==> src/sv/sst_pkg.sv <==
// sst_pkg: shared constants and types for the shell-style tokenizer.
// Used by shell_style_tokenizer and its checker; depends on nothing.
`default_nettype none

package sst_pkg;

    // Special characters
    localparam logic [7:0] BACKSLASH_CHAR = 8'h5C;
    localparam logic [7:0] DQUOTE_CHAR    = 8'h22;
    localparam logic [7:0] SQUOTE_CHAR    = 8'h27;
    localparam logic [7:0] SPACE_CHAR     = 8'h20;
    localparam logic [7:0] TAB_CHAR       = 8'h09;
    localparam logic [7:0] CR_CHAR        = 8'h0D;

    // Result kinds (travel on tuser)
    localparam logic KIND_BYTE = 1'b0;
    localparam logic KIND_END  = 1'b1;

    // Result queue geometry
    localparam int QUEUE_DEPTH = 4;
    localparam int QPTR_W      = $clog2(QUEUE_DEPTH);
    localparam int QCNT_W      = $clog2(QUEUE_DEPTH + 1);
    localparam int MAX_RESULTS = 2;

    // One result request
    typedef struct packed {
        logic       kind;
        logic [7:0] out_byte;
        logic       last_of_run;
    } t_result;

    // True for space, tab, newline, vertical tab, form feed, carriage return
    function automatic logic is_blank(input logic [7:0] b);
        return (b == SPACE_CHAR) || ((b >= TAB_CHAR) && (b <= CR_CHAR));
    endfunction

endpackage

`default_nettype wire

==> src/sv/shell_style_tokenizer.sv <==
// shell_style_tokenizer: splits a command line stream into token bytes and token ends.
// Depends on sst_pkg for character codes, result type and queue sizes.
`default_nettype none

// Usage
//   Slave side: one command-line character per request on tdata; tlast marks
//   the final byte of a line. Master side: one result per request; tdata is a
//   token byte, tuser is 0 for a token byte and 1 for a token end (tdata then
//   zero), tlast marks the final result caused by one input byte.
//   An input byte gives zero, one or two results (a byte and/or a token end).
//   The results of a byte enter the result queue when the byte is accepted.
//   Throughput: one byte per cycle while each byte gives at most one result and
//   the receiver keeps up; a byte with two results needs two master transfers.
//   The rate is set by the four-entry result queue between the tokenizer
//   state logic and the master side: the slave side is ready whenever the
//   queue has room for two results, a registered condition, so tready never
//   depends on the master side's tready in the same cycle.
//   When the receiver stalls, results collect in the queue and the slave
//   side drops tready once fewer than two entries are free.
//   Reset (i_rst_n low, synchronous) clears the escape, quote and token
//   flags and empties the queue. The end of a line also returns the
//   tokenizer flags to their reset values after closing an open token.

module shell_style_tokenizer (
    input  wire logic       i_clk,
    input  wire logic       i_rst_n,
    // Slave side
    input  wire logic       i_s_axis_tvalid,
    output      logic       o_s_axis_tready,
    input  wire logic [7:0] i_s_axis_tdata,   // [7:0] in_byte
    input  wire logic       i_s_axis_tlast,   // end_of_line
    // Master side
    output      logic       o_m_axis_tvalid,
    input  wire logic       i_m_axis_tready,
    output      logic [7:0] o_m_axis_tdata,   // [7:0] out_byte
    output      logic       o_m_axis_tuser,   // kind
    output      logic       o_m_axis_tlast    // last_of_run
);
    import sst_pkg::*;

    // Tokenizer flags
    logic r_escape_pending, n_escape_pending;
    logic r_inside_quote,   n_inside_quote;
    logic r_quote_single,   n_quote_single;
    logic r_token_open,     n_token_open;

    // Result queue
    t_result               r_queue [QUEUE_DEPTH];
    logic [QPTR_W-1:0]     r_wr_ptr, n_wr_ptr;
    logic [QPTR_W-1:0]     r_rd_ptr, n_rd_ptr;
    logic [QCNT_W-1:0]     r_count,  n_count;

    logic                  in_fire;
    logic                  out_fire;
    logic [7:0]            b;
    logic                  emit_byte;
    logic                  emit_end;
    logic                  tok_mid;
    logic [1:0]            n_results;
    t_result               res0;
    t_result               res1;
    logic [QPTR_W-1:0]     wr_ptr1;

    assign in_fire  = i_s_axis_tvalid && o_s_axis_tready;
    assign out_fire = o_m_axis_tvalid && i_m_axis_tready;
    assign b        = i_s_axis_tdata;

    // Per-byte state update and result generation
    always_comb begin
        n_escape_pending = r_escape_pending;
        n_inside_quote   = r_inside_quote;
        n_quote_single   = r_quote_single;
        tok_mid          = r_token_open;
        emit_byte        = 1'b0;
        emit_end         = 1'b0;

        priority if (r_escape_pending) begin
            n_escape_pending = 1'b0;
            tok_mid          = 1'b1;
            emit_byte        = 1'b1;
        end else if (b == BACKSLASH_CHAR) begin
            n_escape_pending = 1'b1;
        end else if ((b == DQUOTE_CHAR) || (b == SQUOTE_CHAR)) begin
            if (r_inside_quote) begin
                if ((b == SQUOTE_CHAR) == r_quote_single) begin
                    n_inside_quote = 1'b0;
                    n_quote_single = 1'b0;
                end else begin
                    // other quote is literal inside a span
                    tok_mid   = 1'b1;
                    emit_byte = 1'b1;
                end
            end else begin
                n_inside_quote = 1'b1;
                n_quote_single = (b == SQUOTE_CHAR);
            end
        end else if (is_blank(b) && !r_inside_quote) begin
            if (r_token_open) begin
                tok_mid  = 1'b0;
                emit_end = 1'b1;
            end
        end else begin
            tok_mid   = 1'b1;
            emit_byte = 1'b1;
        end

        n_token_open = tok_mid;

        // End of line closes an open token and clears all flags
        if (i_s_axis_tlast) begin
            if (tok_mid) begin
                emit_end = 1'b1;
            end
            n_escape_pending = 1'b0;
            n_inside_quote   = 1'b0;
            n_quote_single   = 1'b0;
            n_token_open     = 1'b0;
        end
    end

    // Pack results: a byte always comes before a token end
    always_comb begin
        n_results = {1'b0, emit_byte} + {1'b0, emit_end};
        if (emit_byte) begin
            res0 = '{kind: KIND_BYTE, out_byte: b, last_of_run: !emit_end};
        end else begin
            res0 = '{kind: KIND_END, out_byte: 8'h00, last_of_run: 1'b1};
        end
        res1 = '{kind: KIND_END, out_byte: 8'h00, last_of_run: 1'b1};
    end

    assign wr_ptr1 = r_wr_ptr + QPTR_W'(1);

    // Queue pointer and count updates
    always_comb begin
        n_wr_ptr = r_wr_ptr;
        n_rd_ptr = r_rd_ptr;
        n_count  = r_count;
        if (in_fire) begin
            n_wr_ptr = r_wr_ptr + QPTR_W'(n_results);
            n_count  = n_count + QCNT_W'(n_results);
        end
        if (out_fire) begin
            n_rd_ptr = r_rd_ptr + QPTR_W'(1);
            n_count  = n_count - QCNT_W'(1);
        end
    end

    // Control registers
    always_ff @(posedge i_clk) begin
        if (!i_rst_n) begin
            r_escape_pending <= 1'b0;
            r_inside_quote   <= 1'b0;
            r_quote_single   <= 1'b0;
            r_token_open     <= 1'b0;
            r_wr_ptr         <= '0;
            r_rd_ptr         <= '0;
            r_count          <= '0;
        end else begin
            if (in_fire) begin
                r_escape_pending <= n_escape_pending;
                r_inside_quote   <= n_inside_quote;
                r_quote_single   <= n_quote_single;
                r_token_open     <= n_token_open;
            end
            r_wr_ptr <= n_wr_ptr;
            r_rd_ptr <= n_rd_ptr;
            r_count  <= n_count;
        end
    end

    // Queue storage
    always_ff @(posedge i_clk) begin
        if (in_fire && (n_results != 2'd0)) begin
            r_queue[r_wr_ptr] <= res0;
        end
        if (in_fire && (n_results == 2'(MAX_RESULTS))) begin
            r_queue[wr_ptr1] <= res1;
        end
    end

    // Ports
    assign o_s_axis_tready = (r_count <= QCNT_W'(QUEUE_DEPTH - MAX_RESULTS));
    assign o_m_axis_tvalid = (r_count != '0);
    assign o_m_axis_tdata  = r_queue[r_rd_ptr].out_byte;
    assign o_m_axis_tuser  = r_queue[r_rd_ptr].kind;
    assign o_m_axis_tlast  = r_queue[r_rd_ptr].last_of_run;

endmodule

`default_nettype wire

==> config.mk <==
export PLATFORM = sky130hd
export DESIGN_NAME = shell_style_tokenizer
export DESIGN_NICKNAME = d
export VERILOG_FILES = /design/src/sv/sst_pkg.sv /design/src/sv/shell_style_tokenizer.sv
export SDC_FILE = /design/constraint.sdc
export NUM_CORES = 1
export LEC_CHECK = 0
export BUFFER_PORTS_ARGS = -buffer_cell sky130_fd_sc_hd__buf_2
export CAP_MARGIN = 25
export CORE_UTILIZATION = 30
export CTS_CLUSTER_DIAMETER = 200
export DETAILED_ROUTE_END_ITERATION = 10
export PLACE_DENSITY_LB_ADDON = 0.3
export SLEW_MARGIN = 20
export SYNTH_ARGS = -nofsm -noshare
export SYNTH_HDL_FRONTEND = slang
export SYNTH_SLANG_ARGS = --single-unit
==> constraint.sdc <==
create_clock -name i_clk -period 9.4 [get_ports i_clk]
set_clock_uncertainty 0.2 [all_clocks]
set_input_delay 0.47 -clock i_clk [delete_from_list [all_inputs] [get_ports i_clk]]
set_output_delay 0.47 -clock i_clk [all_outputs]
set_load 0.01 [all_outputs]
# == Word-level counts from Yosys, hierarchy flattened ==
# Memories as Yosys holds them, arrays and structs flattened. A register that Yosys moved wholly into a read port is not among the register bits.
# Cells that the tools add are included.
# W data, S select, Z words.
# totals
register_bits,11
ramBits,40
input_bits,13
out_inout_bits,12
word_cells,83
memories,1
# mem_list
memory,depth,word_bits,rd,rd_ports_with_merged_regs,wr,line,source
r_queue,4,10,1,1,2,shell_style_tokenizer.sv:48,t_result r_queue [QUEUE_DEPTH];
# op_classes
add_sub_neg,6
n_lt_le_gt_ge,3
eq_ne,9
n_mux,42
n_reduce_logical,15
# ops
operator,count
$mux W1,37
$eq A8 B6 Y1 const B,3
$mux W10,1
$eq A8 B7 Y1 const B,1
$ge A8 B4 Y1 const B,1
$le A8 B4 Y1 const B,1
$logic_and A1 B1 Y1,6
$mux W3,2
$reduce_and A5 Y1,1
$add A2 B1 Y2 const B,2
$mux W2,2
$ne A2 B2 Y1 const B,2
$reduce_and A4 Y1,1
$reduce_bool A2 Y1,2
$add A3 B2 Y3,1
$le A3 B2 Y1 const B,1
$ne A3 B2 Y1 const B,1
$reduce_bool A3 Y1,1
$sub A3 B1 Y3 const B,1
$add A1 B1 Y2,1
$add A2 B2 Y2,1
$eq A2 B2 Y1 const B,1
$logic_not A1 Y1,2
$logic_or A1 B1 Y1,2
$eq A1 B1 Y1,1

# == Logic depth before layout (Yosys ltp) ==
# depth
ltp_word,15
ltp_mapped,17
mapped_depth_nobuf,14

# == Worst setup path after synthesis ==
# Ideal clock, no wire load.
# synth_path
path_type,input-to-reg
startpoint,input port i_s_axis_tdata[3]
endpoint,register r_count[2]
setup_ns,0.116
arrival_ns,3.542
required_ns,9.084
path_slack_ns,5.542
cell_stages,16
n_path_buf,2
cell_sequence,or4b_1 > a21oi_2 > o21ai_2 > a21o_1 > buf_6 > buf_8 > o22a_1 > ha_1 > ha_1 > inv_1 > fa_1 > nand3_1 > o21ai_0 > ha_1 > a211o_1 > and3_1
# synth_via
elab_chain_cells,15
word_cells_on_any_way,33
classes_between,add/sub (3); order compare (2); eq/ne (5); mux (19); reduce/logical (4)
# synth_rtl
element,line,source
from (decl),shell_style_tokenizer.sv:30,"input wire logic [7:0] i_s_axis_tdata,"
$ge A8 B4 Y1 / $le A8 B4 Y1 (equally long branches),sst_pkg.sv:34,return (b == SPACE_CHAR) || ((b >= TAB_CHAR) && (b <= CR_CHAR));
$logic_and A1 B1 Y1,sst_pkg.sv:34,
$logic_or A1 B1 Y1,sst_pkg.sv:34,
$logic_and A1 B1 Y1,shell_style_tokenizer.sv:97,end else if (is_blank(b) && !r_inside_quote) begin
$mux W1,shell_style_tokenizer.sv:97,
$mux W1,shell_style_tokenizer.sv:83,end else if ((b == DQUOTE_CHAR) || (b == SQUOTE_CHAR)) begin
$mux W1,shell_style_tokenizer.sv:81,end else if (b == BACKSLASH_CHAR) begin
$mux W1,shell_style_tokenizer.sv:77,priority if (r_escape_pending) begin
$mux W1,shell_style_tokenizer.sv:111,if (tok_mid) begin
$mux W1,shell_style_tokenizer.sv:110,if (i_s_axis_tlast) begin
$add A1 B1 Y2 *,shell_style_tokenizer.sv:123,"n_results = {1'b0, emit_byte} + {1'b0, emit_end};"
$add A3 B2 Y3 *,shell_style_tokenizer.sv:141,n_count = n_count + QCNT_W'(n_results);
$mux W3 *,shell_style_tokenizer.sv:139,if (in_fire) begin
$sub A3 B1 Y3,shell_style_tokenizer.sv:145,n_count = n_count - QCNT_W'(1);
$mux W3 *,shell_style_tokenizer.sv:143,if (out_fire) begin
to (signal assigned),shell_style_tokenizer.sv:168,r_count <= n_count;
to (decl),shell_style_tokenizer.sv:51,"logic [QCNT_W-1:0] r_count, n_count;"
# Every way passes the cells marked *; elsewhere a longest branch is shown, timed or not.
# A chain may end at the register's enable or synchronous reset.

# == Worst setup path after layout ==
# layout_path
startpoint,register r_quote_single
endpoint,register r_count[2]
# layout_via
elab_chain_cells,13
word_cells_on_any_way,18
classes_between,add/sub (3); eq/ne (1); mux (14)
# layout_rtl
element,line,source
from (decl),shell_style_tokenizer.sv:44,"logic r_quote_single, n_quote_single;"
from (signal assigned),shell_style_tokenizer.sv:163,r_quote_single <= n_quote_single;
$eq A1 B1 Y1 *,shell_style_tokenizer.sv:85,if ((b == SQUOTE_CHAR) == r_quote_single) begin
$mux W1,shell_style_tokenizer.sv:85,
$mux W1,shell_style_tokenizer.sv:84,if (r_inside_quote) begin
$mux W1,shell_style_tokenizer.sv:83,
$mux W1,shell_style_tokenizer.sv:81,
$mux W1,shell_style_tokenizer.sv:77,
$mux W1,shell_style_tokenizer.sv:111,
$mux W1,shell_style_tokenizer.sv:110,
$add A1 B1 Y2 *,shell_style_tokenizer.sv:123,
$add A3 B2 Y3 *,shell_style_tokenizer.sv:141,
$mux W3 *,shell_style_tokenizer.sv:139,
$sub A3 B1 Y3,shell_style_tokenizer.sv:145,
$mux W3 *,shell_style_tokenizer.sv:143,
# Marks and branches as above.

==> results.txt <==
----------------------------------------------------
[STA]
  Total count of max-transition violations in the final report ... 0
  Worst hold slack after final layout ... 0.262 ns
  Min Tclk post-route ... 3.95 ns
  Fraction of the cycle the final worst path needs ... 42.0%
  Accumulated negative setup slack ... 0 ns
  Unrepaired setup endpoints after global routing ... no
  Worst Tran Pin Value ... 0.764 ns
  Achievable Freq ... 0.253 GHz
  Hold Vio Cnt, Final ... 0
  Max-slew headroom ... 49.0%
  Final setup viols ... 0

[GRT]
  First-pass GRT wire length ... 10500 µm
  Overall overflow remaining after global route ... 0
  Pin count of the biggest net entering global routing ... 24
  Number of global-route vias before repair ... 2037
  Number of antenna violations at the first check in global routing ... 0
  GRT Resource Usage Total ... 15.1%

[Routing]
  Number of vias per cell ... 5.56
  Iteration-0 DRC count of the detailed router ... 119
  Drt drc ... 0
  Routed vias ... 2146
  ANT nets after route ... 0
  Wire length per cell ... 16.5 µm
  Routed wire length ... 6360 µm
  First-pass detailed-route iteration total ... 5

[Clocking]
  Root buffer selected by CTS ... clkbuf_8
  Post-cts repair resize count ... 0
  Number of buffers inserted to repair setup after CTS ... 0
  Clock insertion delay at the later pin of the skew report ... 0.31 ns
  Buffer depth of the longest clock path ... 2
  CTS buffer count ... 5
  Post-CTS Hold Buffers ... 0
  Clock tree from TritonCTS ... done
  H-tree Lvls ... 2
  Clock sink count ... 53
  Clock-pin slew of the registers on the worst-case setup and hold paths ... 0.10 ns

[Floorplanning]
  Number of placement rows ... 33
  Overall die width ... 95.6 µm
  Area of the die ... 9140 µm²
  Die boundary height ... 95.6 µm
  I/O pin total ... 25
  Starting utilization of the core area ... 31.5%
  Core Region ... 8340 µm²

[Worst setup path]
  Kind of end point of the critical path ... flop
  Arrival time of the worst setup path ... 3.97 ns
  Worst-case reg-to-reg path depth ... 14
  Maximum net fanout on the critical path ... 19
  R2R Setup Slk ... 5.45 ns
  Startpoint type of the worst setup path ... flop
  Launch point of the worst reg-to-reg path ... r_quote_single
  FF-to-FF End ... r_count[2]
  Type of the setup path with the least slack ... reg2reg
  Endpoint required time on the critical path ... 9.42 ns

[Power]
  Maximum vdd drop ... 89.0 µV
  Power after layout ... 889 µW
  Power density over the cells ... 306 nW/µm²
  Leakage power of the design ... 1.09 nW

[Placed design]
  Final estimated routing congestion in global placement ... 0.830
  Estimated wirelength of the detail-placed design ... 4510 µm
  Number of input and output port buffers inserted ... 24
  Number of cells in the design after placement ... 378

[Hold path]
  Min-delay worst type ... in2reg
  Hold Crit Start ... i_s_axis_tdata[4]
  Worst Hold Depth ... 2
  Hold worst-path end ... r_queue[3][5]

[Logic synthesis]
  Number of distinct library cells after synthesis ... 52
  Post-Syn Instances ... 265
  Ys flop type ... dfxtp_1
  EDFF count, synth ... 0
  Net count after synthesis ... 285
  Post-synthesis register bit count ... 53
  Proportion of synthesized chip area in sequential cells ... 40.4%
  Proportion of register bits with asynchronous set or reset after synthesis ... 0%
  Yosys Warn Count ... 0
  Cell Area, Synth ... 2630 µm²
  Avg Inst Size Synth ... 9.92 µm²

[Final layout]
  Net count, final ... 300
  Layout overhead on the synthesized area ... 10.5%
  Final std cells w/o fill ... 386
  Count of inserted antenna diode cells ... 0
  Fin util ... 34.8%
  Fraction of layout instances using a drive strength above 1 ... 16.7%

[Outcome]
  Run status ... completed

[Run]
  Max-Cap Viols ... 0

----------------------------------------------------
-- metal layers --
| metal | routed length [µm] | global-route usage, % | vias to the layer above |
|---|---|---|---|
| met4 | 63 | 4.10 | 0 |
| met3 | 238 | 2.79 | 5 |
| met1 | 3180 | 21.3 | 1059 |
| met2 | 2880 | 23.5 | 38 |
| li1 | - | - | 1044 |
| met5 | 0 | 0 | - |
-- synthesized netlist by cell type, types with 5 or more instances --
master / count / area (µm²)
ha_1: 6 / 75.1
o21ai_0: 18 / 90.1
nor2_1: 15 / 56.3
a32o_1: 14 / 140
nand2_1: 16 / 60.1
xnor2_1: 5 / 43.8
a21oi_1: 8 / 40.0
mux4_2: 10 / 225
a22o_1: 17 / 149
and2_1: 6 / 37.5
clkbuf_1: 10 / 37.5
and3_1: 5 / 31.3
dfxtp_1: 53 / 1060
inv_1: 8 / 30.0
nand3_1: 8 / 40.0
a31oi_1: 5 / 31.3
-- critical path, stage by stage, from the launching register on --
cell     delay (ns)
dfxtp_1        0.41
xor2_1         0.15
nand2_1        0.08
a31oi_1        0.40
a21o_1         0.57
o22a_1         0.26
ha_1           0.26
ha_1           0.18
inv_1          0.06
fa_1           0.40
nand3_1        0.10
o21ai_0        0.12
ha_1           0.25
a211o_1        0.25
and3_1         0.17
-- kinds of logic (layout without fill, tap and decap cells) --
kind of cell,count (synthesis),in the layout,synth area share (%)
DFF,53,53,40.4
AOI/OAI and AO/OA,90,90,25.8
buffers and inverters,24,40,4.52
adders and majority gates,7,7,3.62
xor gates and xnor gates,6,6,2.00
muxes,12,12,9.33
and+or+nand+nor,73,73,14.4
-- sequential cells by signal, summed over array words and instances (netlist names), named ones only --
register and flops:
r_token_open 1, r_queue 40, r_escape_pending 1, r_rd_ptr 2, r_inside_quote 1, r_count 3, r_wr_ptr 2, r_quote_single 1
-- where the power goes --
group          switching [mW]  internal, mW  leakage [nW]
combinational           0.151         0.180         0.596
sequential             0.0808         0.317         0.438
clock                  0.0802        0.0800        0.0585
-- layout by cell type, fill, tap and decap left out, drive strengths merged, types with 4 or more instances in the layout --
master / count
buf: 24
ha: 6
and2: 7
xnor2: 5
a22o: 17
a31oi: 5
nor2b: 4
a21oi: 10
mux4: 10
nand2: 16
and3: 5
a32o: 14
nor2: 15
o21ai: 19
inv: 9
o211ai: 4
dfxtp: 53
clkbuf: 5
nand3: 8
-- metrics by stage --
step,setup slack [ns],cell area [µm²]
3_3_place_gp,5.16,2790
3_5_place_dp,5.10,2790
6_report,5.45,2900
2_1_floorplan,5.54,2630
4_1_cts,5.43,2900
5_1_grt,5.09,2900
-- worst max path at each step --
stage | from | to | slack (ns) | cells past startpoint
finish | r_quote_single | r_count[2] | 5.45 | 14
global route | r_quote_single | r_count[2] | 5.09 | 14
CTS | i_s_axis_tdata[2] | r_count[2] | 5.43 | 15
detailed placement | i_s_axis_tdata[2] | r_count[2] | 5.10 | 15
global placement | i_s_axis_tdata[2] | r_count[2] | 5.16 | 15
floorplan | i_s_axis_tdata[3] | r_count[2] | 5.54 | 16
-- cell type report --
class | instances | area (µm²)
clock buffer | 5 | 68.8
clock inverter | 3 | 43.8
fill | 890 | 5440
inverter | 8 | 30.0
multi-input combinational | 188 | 1450
sequential | 53 | 1060
tap | 105 | 131
timing repair buffer | 24 | 120
Power figures use the tool's default switching activity.
